File: src/sha1_pkg.sv
// Shared types, constants and control structs of the SHA-1 hash engine.
`default_nettype none
package sha1_pkg;

  localparam int unsigned WordW   = 32;
  localparam int unsigned NumCv   = 5;
  localparam int unsigned NumWin  = 16;
  localparam int unsigned NumRnd  = 80;
  localparam int unsigned RndW    = $clog2(NumRnd);
  localparam int unsigned PosW    = $clog2(NumWin);
  localparam int unsigned OutIdxW = 3;

  typedef logic [WordW-1:0]         word_t;
  typedef logic [NumCv-1:0][WordW-1:0] cv_t;
  typedef logic [RndW-1:0]          rnd_t;

  // Index 0 is the most significant chaining word (A / H0).
  localparam cv_t InitCv = {32'hc3d2e1f0, 32'h10325476, 32'h98badcfe,
                            32'hefcdab89, 32'h67452301};

  localparam word_t K0 = 32'h5a827999;
  localparam word_t K1 = 32'h6ed9eba1;
  localparam word_t K2 = 32'h8f1bbcdc;
  localparam word_t K3 = 32'hca62c1d6;

  localparam word_t PadMarker = 32'h80000000;

  typedef enum logic [1:0] {
    ACT_START = 2'd0,
    ACT_WORD  = 2'd1,
    ACT_FINAL = 2'd2
  } action_e;

  typedef enum logic [2:0] {
    ST_IDLE,
    ST_ROUND,
    ST_UPDATE,
    ST_PAD,
    ST_OUT
  } state_e;

  typedef struct packed {
    logic  put;
    logic  expand;
  } sched_ctrl_t;

  typedef struct packed {
    logic  load;
    logic  step;
    rnd_t  rnd;
  } core_ctrl_t;

endpackage
`default_nettype wire

File: src/sha1_sched.sv
// Message schedule: sixteen-word shift line holding the block and its expansion.
`default_nettype none
module sha1_sched (
  input  wire logic                  clk_i,
  input  wire sha1_pkg::sched_ctrl_t ctrl_i,
  input  wire sha1_pkg::word_t       put_word_i,
  output sha1_pkg::word_t            w_o
);
  import sha1_pkg::*;

  word_t win_q [NumWin];
  word_t win_d [NumWin];
  word_t expand;

  // The line holds W[t] .. W[t+15]; the new word is W[t+16].
  assign expand = win_q[13] ^ win_q[8] ^ win_q[2] ^ win_q[0];
  assign w_o    = win_q[0];

  always_comb begin
    for (int i = 0; i < NumWin - 1; i++) begin
      win_d[i] = win_q[i+1];
    end
    win_d[NumWin-1] = ctrl_i.expand ? {expand[WordW-2:0], expand[WordW-1]} : put_word_i;
  end

  always_ff @(posedge clk_i) begin
    if (ctrl_i.put || ctrl_i.expand) begin
      win_q <= win_d;
    end
  end

endmodule
`default_nettype wire

File: src/sha1_core.sv
// Working variables A to E and the shared SHA-1 round unit.
`default_nettype none
module sha1_core (
  input  wire logic                 clk_i,
  input  wire sha1_pkg::core_ctrl_t ctrl_i,
  input  wire sha1_pkg::cv_t        cv_i,
  input  wire sha1_pkg::word_t      w_i,
  output sha1_pkg::cv_t             work_o
);
  import sha1_pkg::*;

  cv_t   work_q;
  cv_t   work_d;
  word_t f;
  word_t k;
  word_t b;
  word_t c;
  word_t d;

  assign b = work_q[1];
  assign c = work_q[2];
  assign d = work_q[3];

  // Round function and constant change every twenty rounds.
  always_comb begin
    priority if (ctrl_i.rnd < RndW'(20)) begin
      f = (b & c) | (~b & d);
      k = K0;
    end else if (ctrl_i.rnd < RndW'(40)) begin
      f = b ^ c ^ d;
      k = K1;
    end else if (ctrl_i.rnd < RndW'(60)) begin
      f = (b & c) | (b & d) | (c & d);
      k = K2;
    end else begin
      f = b ^ c ^ d;
      k = K3;
    end
  end

  always_comb begin
    work_d = work_q;
    if (ctrl_i.load) begin
      work_d = cv_i;
    end else if (ctrl_i.step) begin
      work_d[0] = {work_q[0][WordW-6:0], work_q[0][WordW-1:WordW-5]} + f + work_q[4]
                  + w_i + k;
      work_d[1] = work_q[0];
      work_d[2] = {b[1:0], b[WordW-1:2]};
      work_d[3] = c;
      work_d[4] = d;
    end
  end

  always_ff @(posedge clk_i) begin
    work_q <= work_d;
  end

  assign work_o = work_q;

endmodule
`default_nettype wire

File: src/sha1_hash_engine.sv
// Top level of the SHA-1 hash engine: sequencer, chaining words, length and digest output.
`default_nettype none
// Usage.
// An input beat is taken at a rising edge where start_i is high and busy_o is
// low. action_i selects a start (reload the initial chaining values and clear
// the length), a full big-endian message word, or a final word carrying
// valid_bytes_i leading bytes. Action code 3 is taken and ignored.
// A full word is absorbed while the engine stays idle. The sixteenth word of
// a block starts the compression: 80 rounds, one per cycle through a single
// shared round unit, then an update step adding into the chaining words.
// busy_o stays high through the rounds and the update; no beat is taken then.
// A final beat appends the padding and the 64-bit length one word per cycle
// while no compression runs, runs one or two more compressions and then
// presents the five digest words on consecutive cycles, most significant
// first, each marked by digest_valid_o high, with last_o on the fifth; the
// receiver cannot stall them. The second compression runs when fewer than
// two words were free for the length after the final word. The engine then
// returns to idle with the initial chaining values and a cleared position
// and length.
// Reset (rst_ni low, asynchronous) loads the initial chaining values and
// clears the block position and the length.
module sha1_hash_engine (
  input  wire logic        clk_i,
  input  wire logic        rst_ni,
  input  wire logic        start_i,
  output logic             busy_o,
  input  wire logic [1:0]  action_i,
  input  wire logic [31:0] word_i,
  input  wire logic [1:0]  valid_bytes_i,
  output logic             digest_valid_o,
  output logic [31:0]      digest_word_o,
  output logic [2:0]       word_index_o,
  output logic             last_o
);
  import sha1_pkg::*;

  state_e                 state_q, state_d;
  logic   [PosW-1:0]      pos_q, pos_d;
  logic   [63:0]          count_q, count_d;
  cv_t                    cv_q, cv_d;
  logic                   pad_q, pad_d;       // finishing a message
  logic                   lenhi_q, lenhi_d;   // upper length word is in
  logic                   done_q, done_d;     // lower length word is in
  rnd_t                   rnd_q, rnd_d;
  logic   [OutIdxW-1:0]   oidx_q, oidx_d;

  sched_ctrl_t sched_ctrl;
  core_ctrl_t  core_ctrl;
  word_t       put_data;
  word_t       w;
  cv_t         work;
  logic        put;

  // Keep the valid leading bytes and place the 0x80 marker right after them.
  function automatic word_t pad_last(word_t data, logic [1:0] vb);
    word_t keep;
    keep = (vb == 2'd0) ? '0 : ~({WordW{1'b1}} >> {vb, 3'b000});
    return (data & keep) | (PadMarker >> {vb, 3'b000});
  endfunction

  sha1_sched u_sched (
    .clk_i      (clk_i),
    .ctrl_i     (sched_ctrl),
    .put_word_i (put_data),
    .w_o        (w)
  );

  sha1_core u_core (
    .clk_i  (clk_i),
    .ctrl_i (core_ctrl),
    .cv_i   (cv_q),
    .w_i    (w),
    .work_o (work)
  );

  always_comb begin
    state_d         = state_q;
    pos_d           = pos_q;
    count_d         = count_q;
    cv_d            = cv_q;
    pad_d           = pad_q;
    lenhi_d         = lenhi_q;
    done_d          = done_q;
    rnd_d           = rnd_q;
    oidx_d          = oidx_q;
    put             = 1'b0;
    put_data        = '0;
    sched_ctrl      = '0;
    core_ctrl       = '0;
    core_ctrl.rnd   = rnd_q;
    digest_valid_o  = 1'b0;

    unique case (state_q)
      ST_IDLE: begin
        if (start_i) begin
          unique case (action_e'(action_i))
            ACT_START: begin
              cv_d    = InitCv;
              pos_d   = '0;
              count_d = '0;
            end
            ACT_WORD: begin
              count_d  = count_q + 64'd32;
              put      = 1'b1;
              put_data = word_i;
            end
            ACT_FINAL: begin
              count_d  = count_q + {59'd0, valid_bytes_i, 3'b000};
              put      = 1'b1;
              put_data = pad_last(word_i, valid_bytes_i);
              pad_d    = 1'b1;
              state_d  = ST_PAD;
            end
            default: begin
            end
          endcase
        end
      end
      ST_PAD: begin
        // Zeros up to word 14, then the two length words; a block that has
        // only word 15 free is flushed with a zero first.
        put = 1'b1;
        if (pos_q == PosW'(14) && !lenhi_q) begin
          put_data = count_q[63:32];
          lenhi_d  = 1'b1;
        end else if (pos_q == PosW'(15) && lenhi_q) begin
          put_data = count_q[31:0];
          done_d   = 1'b1;
        end
      end
      ST_ROUND: begin
        core_ctrl.step    = 1'b1;
        sched_ctrl.expand = 1'b1;
        rnd_d             = rnd_q + RndW'(1);
        if (rnd_q == RndW'(NumRnd - 1)) begin
          state_d = ST_UPDATE;
        end
      end
      ST_UPDATE: begin
        for (int i = 0; i < NumCv; i++) begin
          cv_d[i] = cv_q[i] + work[i];
        end
        priority if (done_q) begin
          state_d = ST_OUT;
        end else if (pad_q) begin
          state_d = ST_PAD;
        end else begin
          state_d = ST_IDLE;
        end
      end
      ST_OUT: begin
        digest_valid_o = 1'b1;
        oidx_d         = oidx_q + OutIdxW'(1);
        if (oidx_q == OutIdxW'(NumCv - 1)) begin
          state_d = ST_IDLE;
          oidx_d  = '0;
          cv_d    = InitCv;
          pos_d   = '0;
          count_d = '0;
          pad_d   = 1'b0;
          lenhi_d = 1'b0;
          done_d  = 1'b0;
        end
      end
      default: begin
        state_d = ST_IDLE;
      end
    endcase

    // Every word entering the block advances the position; the sixteenth
    // starts a compression from the current chaining words.
    if (put) begin
      sched_ctrl.put = 1'b1;
      pos_d          = pos_q + PosW'(1);
      if (pos_q == PosW'(NumWin - 1)) begin
        core_ctrl.load = 1'b1;
        rnd_d          = '0;
        state_d        = ST_ROUND;
      end
    end
  end

  always_ff @(posedge clk_i or negedge rst_ni) begin
    if (!rst_ni) begin
      state_q <= ST_IDLE;
      pos_q   <= '0;
      count_q <= '0;
      cv_q    <= InitCv;
      pad_q   <= 1'b0;
      lenhi_q <= 1'b0;
      done_q  <= 1'b0;
      rnd_q   <= '0;
      oidx_q  <= '0;
    end else begin
      state_q <= state_d;
      pos_q   <= pos_d;
      count_q <= count_d;
      cv_q    <= cv_d;
      pad_q   <= pad_d;
      lenhi_q <= lenhi_d;
      done_q  <= done_d;
      rnd_q   <= rnd_d;
      oidx_q  <= oidx_d;
    end
  end

  assign busy_o        = (state_q != ST_IDLE);
  assign digest_word_o = cv_q[oidx_q];
  assign word_index_o  = oidx_q;
  assign last_o        = digest_valid_o && (oidx_q == OutIdxW'(NumCv - 1));

endmodule
`default_nettype wire
File: config.mk
export PLATFORM = sky130hd
export DESIGN_NAME = sha1_hash_engine
export DESIGN_NICKNAME = d
export VERILOG_FILES = /design/src/sha1_pkg.sv /design/src/sha1_sched.sv /design/src/sha1_core.sv /design/src/sha1_hash_engine.sv
export SDC_FILE = /design/constraint.sdc
export NUM_CORES = 2
export LEC_CHECK = 0
export ABC_AREA = 1
export BUFFER_PORTS_ARGS = -buffer_cell sky130_fd_sc_hd__buf_2
export CAP_MARGIN = 10
export CORE_MARGIN = 3
export CORE_UTILIZATION = 55
export CTS_CLUSTER_SIZE = 8
export DETAILED_ROUTE_END_ITERATION = 8
export PLACE_DENSITY = 0.71
export SLEW_MARGIN = 20
export SYNTH_ARGS = -nofsm -noshare
export SYNTH_HDL_FRONTEND = slang
export SYNTH_HIERARCHICAL = 1
export SYNTH_SLANG_ARGS = --single-unit
File: constraint.sdc
create_clock -name clk_i -period 19.6 [get_ports clk_i]
set_input_delay 0 -clock clk_i [delete_from_list [all_inputs] [get_ports clk_i]]
set_output_delay 0 -clock clk_i [all_outputs]
set_load 0.03 [all_outputs]
==> results.toml <==
[worst_hold_path]
min_path_cells = 7
hold_end = "u_sched/win_d[63]"
hp-start = "word_i[31]"
hold_path_class = "in2reg"

[timing]
fin_crit_ps = 5260
grt_setup_unrepaired = "no"
fin_tns_setup_ps = 0
max_freq_mhz = 190
slew_headroom = 0.240
setup-violations-final = 0
hold_viol_final = 0
tightest_slew_ps = 1140
worst_slack_ps = 14340
finClkSkew_ps = 73.6
maxSlewViolCount = 0
fin_crit_sh = 0.268

[worst_setup_path]
cp_slowest_cell = "fa_1"
r2r_cells = 19
reg2reg_to = "u_core/work_o[27]"
crit_path_start_kind = "register"
path_max_fanout = 19
worst_path_largest_cell_delay_ps = 550
required_ps = 20070
end_kind = "register"
r2r_slack_ps = 14340
crit_chain = "nor2_1 > nand3_2 > nand2_2 > buf_4 > inv_2 > a221oi_1 > fa_1 > fa_1 > inv_1 > ha_1 > nand2_1 > nor2_1 > nand2_1 > nor4_1 > nand2_1 > nand3_1 > nand2_1 > nand3_1 > nand2_1"
cpMostUsedCell = "nand2_1"
critical_path_class = "reg2reg"
rr_startpoint = "rnd_q[5]"
arrival_ps = 5730

[global_route]
grt_max_degree = 217
first_global_vias = 47346
grt_pass1_wl_um = 295000
grt.total_usage = 0.374
overflow = 0
antenna_found_initial = 4

[routing]
final_antenna_net_count = 0
wl_per_cell_um = 23.2
drt-pass1-iter-count = 6
drc = 0
vias = 49053
wirelength_um = 200000
first_iter_violations = 5573
routed_via_density = 5.70

[cts]
cts-buffers-inserted = 134
root_buffer = "clkbuf_16"
cts.htree.levels = 4
cts.sinks = 913
clockBufferDepth = 3
cts_tree = "yes"
cts.clk_slew.worst_paths_ps = 60
insertion_delay_ps = 790

[synth]
yosys.area.top_type = "edfxtp_1"
synthTopCellsByCount = "nand2_1 (2,347), inv_1 (1,194), edfxtp_1 (672)"
syn_nets = 7373
postSynthAreaPerCell_um2 = 8.04
ys_top_cells_by_area = "edfxtp_1 (36%), nand2_1 (16%), inv_1 (8.0%), dfrtp_1 (7.2%), ha_1 (4.5%)"
syn_inst = 7005
synth_top_flop_cell = "edfxtp_1"
ys_ff_latch = 913
yosysWarnings = 6
synth_edf_count = 672
netlist_area_um2 = 56300
ys_seq_area_frac = 0.467
postSynth.asyncResetShare = 0.264
yosys.cell_count.top_type = "nand2_1"
synth_cell_types = 66
synth_top_area_share = 0.358

[placed_design]
preCtsSetupSlack_ps = 14470
hpwl_um = 148000
dp.cells = 8336
place_congestion = 1.04
port_buffers = 76

[floorplan]
die_w_um = 326
ios = 77
die_area_um2 = 106000
start_util = 0.558
rows = 116
die_y_um = 326
core_area_um2 = 101000

[cells_and_area]
drive_above_1_share = 0.0637
layout.cells.non_filler = 8612
syn2layout_area_growth_pct = 11.2
nNetsFinal = 7519
final_util = 0.620

[pwr]
p_per_area_nw_per_um2 = 69.6
leakagePower_nw = 30.8
power_w = 0.00435
vdd_drop_max_v = 0.0000896

[status]
outcome = "finished, final reports clean"

[job]
cap_viol_max_count = 0
## per-stage QoR
step                cell area [µm²]  hold WS [ps]
CTS                           62500         0.965
floorplan                     56300          -296
global route                  62600          51.1
detailed placement            58000           107
finish                        62600          51.7
global placement              58000           108
## placed cells by master, fill, tap and decap left out, drive strengths merged, types with 4 or more instances in the layout
cell type,count
nand2,2366
inv,1212
edfxtp,672
nor2,554
nand3,438
o21ai,347
a21oi,281
clkbuf,219
ha,203
dfrtp,161
fa,126
buf,111
dfstp,80
xnor2,52
o22ai,48
nand4,46
xor2,40
nor3,39
or2,37
dlygate4sd3,34
o211ai,33
o21bai,22
clkinv,20
nand3b,15
a21o,15
o221ai,14
and2,11
nor4,8
a22oi,6
a221o,4
and3,4
a21boi,4
o21a,4
o31ai,4
## layer usage
metal	part of all wire	up-vias	global-route usage
li1	-	22698	-
met1	0.40	23397	0.497
met2	0.45	2494	0.591
met3	0.095	462	0.0703
met4	0.055	2	0.187
met5	0.000055	-	0
## area by class of cell
type                    instances  area, µm²
flip-flops and latches        913      26300
inverters                    1214       4570
fillers                      8758      38300
repair buffers                145       1060
clock buffers                 219       3690
multi-input cells            4743      24800
clock inverters                18        449
diodes                          3       7.51
well taps                    1357       1700
## registers in the layout, summed over array words and instances, names as in the netlist
signal and cells:
u_core/d 32, u_sched/w_o 32, done_q 1, word_index_o 3, pos_q 4, cv_q 160
lenhi_q 1, pad_q 1, u_core/work_o 64, u_core/c 32, rnd_q 7, state_q 3
u_sched/win_d 480, count_q 61, u_core/b 32
## worst max-delay path, delay by kind of cell (launching register included)
kind | cells | cell delay [ps]
adders and majority gates | 3 | 1500
DFF | 1 | 450
AOI/OAI and AO/OA | 1 | 450
and+or+nand+nor | 12 | 1930
buffers and inverters | 3 | 600
## logic make-up after synthesis
kind of cell,Yosys count,synth area share
mux,1,0.000178
fa+ha+maj,329,0.0899
buf+inv,1349,0.0925
flops,913,0.467
simple gates,3519,0.256
compound gates,802,0.0793
xor+xnor,92,0.0143
## worst max-delay path by stage
| stage | from | to | slack, ps | cells past startpoint |
|---|---|---|---|---|
| finish | rnd_q[5] | u_core/work_o[27] | 14340 | 19 |
| global route | rnd_q[4] | u_core/work_o[27] | 14100 | 19 |
| CTS | rnd_q[5] | u_core/work_o[27] | 14430 | 19 |
| detailed placement | rnd_q[4] | u_core/work_o[27] | 14470 | 19 |
| global placement | rnd_q[4] | u_core/work_o[27] | 14610 | 19 |
| floorplan | state_q[0] | u_sched/w_o[0] | 11650 | 6 |
## timing repair
| item | CTS | global route |
|---|---|---|
| hold buffers | 35 | 0 |
| gates resized for setup | 0 | 0 |
| setup buffers | 0 | 0 |
| endpoints found under the hold margin | 143 | 0 |
## power breakdown
group | internal [W] | switching, W | total (W)
logic | 0.0000117 | 0.0000291 | 0.0000409
registers | 0.00206 | 0 | 0.00206
clock network | 0.00131 | 0.000949 | 0.00226
total | 0.00338 | 0.000978 | 0.00435
No activity file was read; power rests on OpenSTA's default activity.
